[config.mk]
export PLATFORM = sky130hd
export DESIGN_NAME = socket_report_deframer
export DESIGN_NICKNAME = d
export VERILOG_FILES = /design/src/sv/srd_pkg.sv /design/src/sv/socket_report_deframer.sv
export SDC_FILE = /design/constraint.sdc
export NUM_CORES = 1
export LEC_CHECK = 0
export ABC_AREA = 1
export BUFFER_PORTS_ARGS = -buffer_cell sky130_fd_sc_hd__buf_2
export CAP_MARGIN = 30
export CORE_MARGIN = 2
export CORE_UTILIZATION = 65
export CTS_CLUSTER_DIAMETER = 150
export DETAILED_ROUTE_END_ITERATION = 16
export PLACE_DENSITY_LB_ADDON = 0.15
export SKIP_LAST_GASP = 1
export SLEW_MARGIN = 10
export SYNTH_ARGS = -nofsm -noshare
export SYNTH_HDL_FRONTEND = slang
export SYNTH_SLANG_ARGS = --single-unit
[constraint.sdc]
create_clock -name clk -period 9.2 [get_ports clk]
set_clock_uncertainty 0.05 [all_clocks]
set_input_delay 1.38 -clock clk [delete_from_list [all_inputs] [get_ports clk]]
set_output_delay 1.38 -clock clk [all_outputs]
set_load 0.01 [all_outputs]
[src/sv/srd_pkg.sv]
package srd_pkg;

	typedef enum logic [2:0] {
		PH_HUNT,
		PH_SOCKET,
		PH_LENGTH,
		PH_LINEFEEDS,
		PH_PAYLOAD
	} phase_t;

	// "+SKTRPT" as the seven bytes before the final '='
	localparam logic [55:0] HEADER_WORD = 56'h2B_53_4B_54_52_50_54;
	localparam logic [7:0]  HEADER_LAST = 8'h3D;
	localparam logic [7:0]  CHAR_COMMA  = 8'h2C;
	localparam logic [7:0]  CHAR_LF     = 8'h0A;
	localparam logic [7:0]  CHAR_ZERO   = 8'h30;
	localparam logic [7:0]  CHAR_NINE   = 8'h39;
	localparam logic [15:0] ACC_MAX     = 16'hFFFF;

endpackage

[src/sv/socket_report_deframer.sv]
// Socket report deframer. Takes one received byte per cycle on the rx channel, hunts for
// "+SKTRPT=", parses "<socket>,<length>," in decimal (non-digits ignored, values saturate
// at 65535, a field longer than MAX_FIELD_CHARS characters drops back to the hunt), waits
// for LINEFEEDS_BEFORE_DATA line feeds, then forwards exactly <length> bytes tagged with the
// socket number, frame_last on the final one. A zero-length frame forwards nothing. Each byte
// is registered, parsed combinationally and its payload word registered at the output. One
// byte is accepted every cycle, and in_ready drops only while a payload byte waits behind a
// result word not yet taken.
module socket_report_deframer
	import srd_pkg::*;
#(
	parameter int MAX_FIELD_CHARS       = 9,
	parameter int LINEFEEDS_BEFORE_DATA = 2
) (
	input  logic        clk,
	input  logic        arst_n,
	input  logic        in_valid,
	output logic        in_ready,
	input  logic [7:0]  rx_byte,
	output logic        out_valid,
	input  logic        out_ready,
	output logic [7:0]  payload_byte,
	output logic [15:0] socket_id,
	output logic        frame_last
);

	localparam int CNT_W = $clog2(MAX_FIELD_CHARS + 1);
	localparam int LF_W  = $clog2(LINEFEEDS_BEFORE_DATA + 1);
	localparam logic [CNT_W-1:0] CNT_MAX = CNT_W'(MAX_FIELD_CHARS);
	localparam logic [LF_W-1:0]  LF_MAX  = LF_W'(LINEFEEDS_BEFORE_DATA);

	logic             valid_s1;
	logic [7:0]       byte_s1;

	phase_t           phase_q, phase_d;
	logic [55:0]      hist_q, hist_d;
	logic [CNT_W-1:0] fcnt_q, fcnt_d;
	logic [15:0]      sock_q, sock_d;
	logic [15:0]      len_q, len_d;
	logic [LF_W-1:0]  lfcnt_q, lfcnt_d;
	logic [15:0]      remain_q, remain_d;

	logic             out_valid_q;
	logic [7:0]       out_byte_q;
	logic [15:0]      out_sock_q;
	logic             out_last_q;

	logic             produce;
	logic             out_free;
	logic             advance;
	logic             is_last;
	logic [15:0]      field_acc;
	logic [15:0]      acc_next;
	logic [19:0]      acc_ext;
	logic             is_digit;

	assign out_free = !out_valid_q || out_ready;
	assign advance  = valid_s1 && (!produce || out_free);
	assign in_ready = !valid_s1 || advance;

	// digit accumulate with saturation; acc*10 as two shifts
	always_comb begin
		field_acc = (phase_q == PH_SOCKET) ? sock_q : len_q;
		is_digit  = (byte_s1 >= CHAR_ZERO) && (byte_s1 <= CHAR_NINE);
		acc_ext   = {1'b0, field_acc, 3'b000} + {3'b000, field_acc, 1'b0}
			+ {12'd0, byte_s1 - CHAR_ZERO};
		if (!is_digit)
			acc_next = field_acc;
		else if (acc_ext > {4'd0, ACC_MAX})
			acc_next = ACC_MAX;
		else
			acc_next = acc_ext[15:0];
	end

	// next state
	always_comb begin
		phase_d  = phase_q;
		hist_d   = hist_q;
		fcnt_d   = fcnt_q;
		sock_d   = sock_q;
		len_d    = len_q;
		lfcnt_d  = lfcnt_q;
		remain_d = remain_q;
		case (phase_q)
			PH_SOCKET, PH_LENGTH: begin
				if (byte_s1 == CHAR_COMMA) begin
					fcnt_d = '0;
					if (phase_q == PH_SOCKET) begin
						phase_d = PH_LENGTH;
					end else begin
						phase_d = PH_LINEFEEDS;
						lfcnt_d = '0;
					end
				end else if (fcnt_q >= CNT_MAX) begin
					phase_d  = PH_HUNT;
					hist_d   = '0;
					fcnt_d   = '0;
					sock_d   = '0;
					len_d    = '0;
					lfcnt_d  = '0;
					remain_d = '0;
				end else begin
					fcnt_d = fcnt_q + 1'b1;
					if (phase_q == PH_SOCKET)
						sock_d = acc_next;
					else
						len_d = acc_next;
				end
			end
			PH_LINEFEEDS: begin
				if (byte_s1 == CHAR_LF) begin
					lfcnt_d = lfcnt_q + 1'b1;
					if (lfcnt_d >= LF_MAX) begin
						if (len_q == '0) begin
							phase_d  = PH_HUNT;
							hist_d   = '0;
							fcnt_d   = '0;
							sock_d   = '0;
							len_d    = '0;
							lfcnt_d  = '0;
							remain_d = '0;
						end else begin
							phase_d  = PH_PAYLOAD;
							remain_d = len_q;
							lfcnt_d  = '0;
						end
					end
				end
			end
			PH_PAYLOAD: begin
				if (remain_q <= 16'd1) begin
					phase_d  = PH_HUNT;
					hist_d   = '0;
					fcnt_d   = '0;
					sock_d   = '0;
					len_d    = '0;
					lfcnt_d  = '0;
					remain_d = '0;
				end else begin
					remain_d = remain_q - 16'd1;
				end
			end
			default: begin
				phase_d = PH_HUNT;
				if (hist_q == HEADER_WORD && byte_s1 == HEADER_LAST) begin
					phase_d  = PH_SOCKET;
					hist_d   = '0;
					fcnt_d   = '0;
					sock_d   = '0;
					len_d    = '0;
					lfcnt_d  = '0;
					remain_d = '0;
				end else begin
					hist_d = {hist_q[47:0], byte_s1};
				end
			end
		endcase
	end

	// outputs
	always_comb begin
		produce = valid_s1 && (phase_q == PH_PAYLOAD);
		is_last = (remain_q <= 16'd1);
	end

	always_ff @(posedge clk or negedge arst_n) begin
		if (!arst_n) begin
			valid_s1 <= 1'b0;
		end else if (in_ready) begin
			valid_s1 <= in_valid;
		end
	end

	always_ff @(posedge clk) begin
		if (in_ready && in_valid)
			byte_s1 <= rx_byte;
	end

	always_ff @(posedge clk or negedge arst_n) begin
		if (!arst_n) begin
			phase_q  <= PH_HUNT;
			hist_q   <= '0;
			fcnt_q   <= '0;
			sock_q   <= '0;
			len_q    <= '0;
			lfcnt_q  <= '0;
			remain_q <= '0;
		end else if (advance) begin
			phase_q  <= phase_d;
			hist_q   <= hist_d;
			fcnt_q   <= fcnt_d;
			sock_q   <= sock_d;
			len_q    <= len_d;
			lfcnt_q  <= lfcnt_d;
			remain_q <= remain_d;
		end
	end

	always_ff @(posedge clk or negedge arst_n) begin
		if (!arst_n) begin
			out_valid_q <= 1'b0;
		end else if (advance && produce) begin
			out_valid_q <= 1'b1;
		end else if (out_ready) begin
			out_valid_q <= 1'b0;
		end
	end

	always_ff @(posedge clk) begin
		if (advance && produce) begin
			out_byte_q <= byte_s1;
			out_sock_q <= sock_q;
			out_last_q <= is_last;
		end
	end

	assign out_valid    = out_valid_q;
	assign payload_byte = out_byte_q;
	assign socket_id    = out_sock_q;
	assign frame_last   = out_last_q;

endmodule

==> flow_summary_export.csv, run 1 <==
group,metric,value,unit
critical_path,crit_required,9.47,ns
yosys,synth.net_count,1123,
floorplanning,std_cell_rows,41,
global_routing,grt_pass1_wl,33400,um
yosys,yosysSeqAreaShare,0.453,
clock_tree,post_cts_buffers,0,
critical_path,worstPathMaxFanout,23,
yosys,synth_area_leader_cell,"dfrtp_1",
clock_tree,cts_made_buffers,17,
yosys,synth.distinct_cells,38,
global_routing,grt-ovfl-total,0,
yosys,async_flop_share,0.777,
yosys,synth-main-ff-cell,"dfrtp_1",
sta,finalCriticalPeriod,4.25,ns
sta,setup_tns,0,ns
floorplanning,core,0.0127,mm^2
yosys,synth_edf_count,33,
cells_and_area,regArea,0.00387,mm^2
sta,worst_pin_slew,0.861,ns
critical_path,worstSetupPathType,"reg2reg",
clock_tree,cts_root_buf,"clkbuf_16",
yosys,syn_inst,1069,
critical_path,cp-start-kind,"flop",
yosys,synth_mux_area_frac,0,
yosys,yosys_warnings,0,
clock_tree,holdBufCountCts,0,
run,drv_cap,0,
detailed_routing,first_pass_iters,5,
power_and_ir_drop,p_leak,4.69,nW
detailed_routing,vias,7125,
sta,fmax,235,MHz
clock_tree,max-clock-path-buffers,2,
cells_and_area,area_growth,10.4,%
sta,setup_violations,0,
yosys,ys_ff_latch,148,
yosys,synth_adder_area_share,0.0660,
yosys,synth_common_cells,"nand2_1, inv_1, dfrtp_1",
global_routing,antenna_found_initial,0,
power_and_ir_drop,power,3.77,mW
placed_design,io_buffers,38,
floorplanning,die_width,119,um
yosys,yosysMostFrequentCell,"nand2_1",
yosys,synth_top_family_by_area,"simple AND/OR/NAND/NOR gates",
clock_tree,tritoncts,"done",
detailed_routing,wl_per_cell,15.5,um
critical_path,cp_data_arrival_time,4.52,ns
yosys,synth-compound-area-share,0.105,
detailed_routing,wirelength,19900,um
cells_and_area,nets,1150,
cells_and_area,utilization,0.741,
yosys,ys_top_cells_by_area,"dfrtp_1, nand2_1, edfxtp_1, inv_1, ha_1",
yosys,syn_avg_cell_area,7.98,um^2
clock_tree,clk_latency,0.43,ns
power_and_ir_drop,irDropWorstVdd,0.388,mV
detailed_routing,drtIter0Drc,751,
detailed_routing,antenna_left,0,
floorplanning,pin_count,39,
yosys,synth_xor_area_frac,0.0236,
global_routing,grt_pass1_vias,6847,
floorplanning,die_h,119,um
sta,slew_headroom,0.426,
floorplanning,die_area,0.0141,mm^2
sta,hold_viol_final,0,
yosys,synthSimpleGateAreaFrac,0.268,
yosys,synth.top_cell.area_share,0.337,
clock_tree,clk_pin_slew,0.07,ns
floorplanning,start_util,0.671,
critical_path,worst_setup_path_end_kind,"flop",
global_routing,grt_max_degree,67,
detailed_routing,drc,0,
cells_and_area,multiInputGateArea,0.00396,mm^2
clock_tree,h-tree-depth,4,
cells_and_area,diodes,0,
clock_tree,cts_num_sinks,148,
power_and_ir_drop,p_per_area,400,mW/mm^2
yosys,netlist_area,0.00853,mm^2
cells_and_area,fillers,1001,
sta,fin_crit_sh,0.462,
global_routing,grtUsageTotal,0.298,
clock_tree,cts_resized,0,
cells_and_area,drive_above_1_share,0.114,
hold_path,hold_path.class,"reg2reg",
outcome,status,"finished, final reports clean",
sta,rsz0062_at_grt,"false",
placed_design,place.gp.congestion,0.923,
sta,slew_violations,0,
detailed_routing,via_per_inst,5.56,
placed_design,hpwlAfterDp,13900,um
-- where the power goes --
part           internal, mW  switching, mW  leakage (nW)
clock                 0.447          0.288         0.294
sequential            0.856          0.147          1.85
combinational         0.676           1.36          2.55
-- placed cells by master (no fill, tap or decap), drive strengths merged --
cell,count
edfxtp,33
nand4,9
fa,5
inv,144
clkinv,2
or2,4
o21a,2
xor2,13
clkinvlp,4
nor4,2
bufinv,3
and2,3
buf,43
nor3,16
a31oi,8
o31ai,20
clkbuf,19
a21oi,49
nand2,320
nor2,87
nand3,81
ha,37
o21ai,78
dfrtp,115
nand3b,2
xnor2,10
-- logic make-up after synthesis --
| logic type | Yosys count |
|---|---|
| buffers and inverters | 175 |
| adders and majority gates | 42 |
| AOI/OAI and AO/OA | 157 |
| xor gates and xnor gates | 23 |
| and+or+nand+nor | 524 |
| DFF | 148 |
-- stage by stage --
stage               hold WS (ns)  worst slack [ns]  cell area [um^2]  instances
floorplan                  0.386              5.57              8530       1069
global placement           0.406              5.14              8790       1248
detailed placement         0.408              5.06              8800       1249
CTS                        0.435              5.00              9420       1281
global route               0.448              4.57              9420       1281
finish                     0.436              4.95              9420       1281
-- state kept, by name, summed over array words and instances, names as in the netlist --
name          cells
byte_s1           8
payload_byte      8
valid_s1          1
sock_q           16
frame_last        1
remain_q         16
fcnt_q            4
phase_q           3
len_q            16
hist_q           56
out_valid         1
socket_id        16
lfcnt_q           2
-- worst max-delay path: stages (launching register included) --
cell     delay (ns)
dfrtp_1        0.42
inv_2          0.09
nor2_2         0.13
nand2_2        0.29
o21ai_0        0.69
fa_1           0.52
inv_1          0.07
ha_1           0.28
or2_2          0.31
nand3_1        0.09
nand2_1        0.11
nand2_1        0.11
nand2_1        0.05
nand2_1        0.05
nand2_1        0.10
nor2_4         0.35
nand3_1        0.13
nand2_1        0.12
nand2_1        0.06
nand2_1        0.06
nand2_1        0.05
-- worst paths after layout --
| path | startpoint | to | slack, ns | depth (start not counted) |
|---|---|---|---|---|
| setup / recovery | phase_q[0]$_DFFE_PN0P_ | len_q[10]$_DFFE_PN0P_ | 4.95 | 20 |
| hold / removal | sock_q[3]$_DFFE_PN0P_ | socket_id[3]$_DFFE_PP_ | 0.44 | 0 |
| setup reg to reg | phase_q[0]$_DFFE_PN0P_ | len_q[10]$_DFFE_PN0P_ | 4.95 | 20 |
| hold reg to reg | sock_q[3]$_DFFE_PN0P_ | socket_id[3]$_DFFE_PP_ | 0.44 | 0 |
| max in group asynchronous | arst_n | remain_q[7]$_DFFE_PN0P_ | 6.86 | 2 |
| min in group asynchronous | arst_n | hist_q[4]$_DFFE_PN0P_ | 0.91 | 1 |
-- area by class of cell --
| class | count | area share |
|---|---|---|
| clock inverters | 13 | 0.0182 |
| inverters | 140 | 0.0558 |
| multi-input cells | 746 | 0.420 |
| well taps | 172 | 0.0228 |
| clock buffers | 19 | 0.0482 |
| repair buffers | 43 | 0.0244 |
| flip-flops and latches | 148 | 0.411 |
-- layer usage --
metal,wire length [um],vias to the layer above,global-route usage
met2,9730,222,0.490
met5,0,-,0
li1,-,3505,-
met3,927,52,0.0507
met4,714,0,0.131
met1,8530,3346,0.388
No activity file was read; power rests on OpenSTA's default activity.
==> run 2, diff against run 1 <==
--- a/config.mk
+++ b/config.mk
@@ -5,11 +5,11 @@
 export SDC_FILE = /design/constraint.sdc
 export NUM_CORES = 1
 export LEC_CHECK = 0
-export ABC_AREA = 1
+export ABC_AREA = 0
 export BUFFER_PORTS_ARGS = -buffer_cell sky130_fd_sc_hd__buf_2
 export CAP_MARGIN = 30
 export CORE_MARGIN = 2
-export CORE_UTILIZATION = 65
+export CORE_UTILIZATION = 62
 export CTS_CLUSTER_DIAMETER = 150
 export DETAILED_ROUTE_END_ITERATION = 16
 export PLACE_DENSITY_LB_ADDON = 0.15
==> constraint.sdc (replaced) <==
create_clock -name clk -period 4.3 [get_ports clk]
set_clock_uncertainty 0.05 [all_clocks]
set_input_delay 0.645 -clock clk [delete_from_list [all_inputs] [get_ports clk]]
set_output_delay 0.645 -clock clk [all_outputs]
set_load 0.01 [all_outputs]
==> run 2 against run 1 <==
  * Critical path type unchanged
  * Final area decreased by 1.0%
  * Combinational power decreased by 58%
  * Largest cell class unchanged
  * Sequential power increased by 94%
  * Maximum frequency increased by 2.1%
  * Final cell count decreased by 16%
  * Critical endpoint unchanged
==> flow_summary_export.csv, run 2 <==
group,metric,value,unit
floorplanning,die_width,119,um
yosys,synth_edf_count,33,
global_routing,antenna_found_initial,0,
yosys,netlist_area,0.00817,mm^2
sta,worst_pin_slew,0.905,ns
clock_tree,cts_num_sinks,148,
yosys,synth_common_cells,"nand2_1, dfrtp_1, nand3_1",
yosys,yosysMostFrequentCell,"nand2_1",
global_routing,grt_pass1_wl,33100,um
critical_path,cp_top_family,"compound AO/OA/AOI/OAI gates",
outcome,status,"finished, final reports clean",
yosys,yosys_warnings,0,
critical_path,cp-start-kind,"flop",
floorplanning,start_util,0.642,
cells_and_area,fin_area,0.00932,mm^2
placed_design,place_area,0.00861,mm^2
cells_and_area,final_common_cell,"nand2_1",
yosys,syn_avg_cell_area,9.60,um^2
placed_design,place_inst,1041,
cells_and_area,drive_above_1_share,0.134,
sta,slew_violations,0,
clock_tree,clk_pin_slew,0.06,ns
cells_and_area,top_register,"hist_q",
detailed_routing,via_per_inst,6.15,
placed_design,place.gp.congestion,0.931,
clock_tree,cts_made_buffers,17,
detailed_routing,drtIter0Drc,639,
sta,finalWorstSetupSlack,0.134,ns
hold_path,hold_path.class,"in2async",
critical_path,reg2reg_depth,15,
sta,fmax,240,MHz
cells_and_area,regArea,0.00387,mm^2
yosys,synth.net_count,905,
critical_path,cp_data_arrival_time,4.40,ns
critical_path,timing.rr.end,"len_q[10]$_DFFE_PN0P_",
cells_and_area,final_cell_count_no_fill,1075,
global_routing,grt_max_degree,80,
placed_design,hpwlAfterDp,14100,um
critical_path,crit_required,4.53,ns
cells_and_area,largest_reg_flops,56,
critical_path,cpMaxStageDelayCell,"fa_1",
sta,holdWs,0.0512,ns
clock_tree,tritoncts,"done",
clock_tree,post_cts_buffers,0,
sta,fin_crit_sh,0.969,
cells_and_area,final_cell_mix,"nand2_1, dfrtp_1, nand3_1",
yosys,syn_inst,851,
yosys,async_flop_share,0.777,
critical_path,worst_setup_path_end_kind,"flop",
cells_and_area,fillers,967,
power_and_ir_drop,p_leak,4.25,nW
detailed_routing,wl_per_cell,18.6,um
placed_design,io_buffers,38,
yosys,ys_ff_latch,148,
cells_and_area,multiInputGateArea,0.00400,mm^2
critical_path,regToRegSetupSlack,0.13,ns
power_and_ir_drop,p_per_area,466,mW/mm^2
power_and_ir_drop,power,4.34,mW
cells_and_area,diodes,0,
power_and_ir_drop,irDropWorstVdd,0.331,mV
detailed_routing,drc,0,
critical_path,worst-path-buf-inv,3,
detailed_routing,wirelength,20000,um
detailed_routing,antenna_left,0,
critical_path,worstPathCellList,"nor3b_2 -> buf_12 -> mux2i_2 -> inv_1 -> ha_1 -> ha_1 -> fa_1 -> a21oi_1 -> o211ai_1 -> a22oi_1 -> o2bb2ai_1 -> nand4b_1 -> buf_4 -> o31ai_1 -> o2bb2ai_1",
yosys,synth.top_cell.area_share,0.352,
sta,finalCriticalPeriod,4.17,ns
cells_and_area,nets,944,
cells_and_area,area_growth,14.2,%
yosys,ys_top_cells_by_area,"dfrtp_1, edfxtp_1, nand2_1, ha_1, nand3_1",
yosys,synth-main-ff-cell,"dfrtp_1",
sta,rsz0062_at_grt,"true",
sta,hold_viol_final,0,
clock_tree,max-clock-path-buffers,2,
sta,setup_tns,0,ns
floorplanning,pin_count,39,
yosys,synth.distinct_cells,67,
placed_design,dp_worst_setup_slack,-0.0228,ns
clock_tree,holdBufCountCts,0,
critical_path,max_stage_delay,0.43,ns
floorplanning,die_h,119,um
yosys,synth_area_leader_cell,"dfrtp_1",
floorplanning,std_cell_rows,41,
global_routing,grt_pass1_vias,6438,
global_routing,grtUsageTotal,0.298,
detailed_routing,first_pass_iters,7,
clock_tree,cts_root_buf,"clkbuf_16",
critical_path,reg2reg_from,"phase_q[1]$_DFFE_PN0P_",
critical_path,startpoint,"phase_q[1]$_DFFE_PN0P_",
floorplanning,core,0.0127,mm^2
cells_and_area,utilization,0.733,
detailed_routing,vias,6614,
yosys,yosysSeqAreaShare,0.474,
run,drv_cap,0,
clock_tree,clk_latency,0.43,ns
critical_path,worstSetupPathType,"reg2reg",
sta,slew_headroom,0.397,
sta,setup_violations,0,
floorplanning,die_area,0.0141,mm^2
critical_path,worstPathMaxFanout,17,
clock_tree,h-tree-depth,4,
global_routing,grt-ovfl-total,0,
[run 2: changes by cell type after synthesis, moves of 9 or more]
cell	before	now
nor2_1	75	32
inv_1	133	50
nor4_1	1	11
nand3_1	78	69
o21ai_1	27	0
nand2_1	312	156
mux2i_1	0	31
o2bb2ai_1	0	18
a22o_1	0	14
nand2b_1	0	11
o21ai_2	12	0
clkbuf_1	9	27
[run 2: repair_timing]
action / CTS / global route
setup endpoints to repair: 2 / 32
gates resized for setup: 1 / 11
pin swaps: 0 / 0
[run 2: cell families after synthesis]
group / Yosys count / share of synthesized area
muxes: 32 / 0.0394
AOI/OAI and AO/OA: 168 / 0.139
DFF: 148 / 0.474
xor gates and xnor gates: 25 / 0.0268
adders and majority gates: 42 / 0.0689
and+or+nand+nor: 341 / 0.205
buffers and inverters: 95 / 0.0478
[run 2: where the power goes]
part           leakage [nW]  internal [mW]  switching (mW)
sequential             1.80           1.70           0.247
clock                 0.298          0.974           0.564
combinational          2.15          0.367           0.496
total                  4.25           3.04            1.31
[run 2: worst max-delay path by stage]
stage | endpoint | slack [ns] | cells after the start
2_1_floorplan | sock_q[10]$_DFFE_PN0P_ | 0.004 | 17
3_3_place_gp | sock_q[15]$_DFFE_PN0P_ | -0.21 | 14
3_5_place_dp | sock_q[15]$_DFFE_PN0P_ | -0.02 | 13
4_1_cts | len_q[15]$_DFFE_PN0P_ | 0.11 | 13
5_1_grt | len_q[10]$_DFFE_PN0P_ | -0.04 | 14
6_report | len_q[10]$_DFFE_PN0P_ | 0.13 | 15
[run 2: cell type report]
| type | count | share of cell area |
|---|---|---|
| clock buffers | 23 | 0.0525 |
| clock inverters | 9 | 0.0134 |
| inverters | 50 | 0.0201 |
| multi-input cells | 608 | 0.429 |
| flip-flops and latches | 148 | 0.415 |
| well taps | 172 | 0.0231 |
| repair buffers | 65 | 0.0472 |
[run 2: worst register-to-register path, stage by stage (launching register included)]
cell	delay, ns
dfrtp_1	0.40
nor3b_2	0.30
buf_12	0.22
mux2i_2	0.32
inv_1	0.08
ha_1	0.28
ha_1	0.24
fa_1	0.43
a21oi_1	0.24
o211ai_1	0.20
a22oi_1	0.21
o2bb2ai_1	0.15
nand4b_1	0.15
buf_4	0.24
o31ai_1	0.38
o2bb2ai_1	0.13
[run 2: routing by layer]
| layer | vias to the layer above | share of wire | wire [um] | GRT usage |
|---|---|---|---|---|
| li1 | 3107 | - | - | - |
| met4 | 0 | 0.020 | 405 | 0.0915 |
| met1 | 3238 | 0.43 | 8700 | 0.418 |
| met2 | 233 | 0.49 | 9790 | 0.470 |
| met3 | 36 | 0.056 | 1120 | 0.0627 |
| met5 | - | 0 | 0 | 0 |
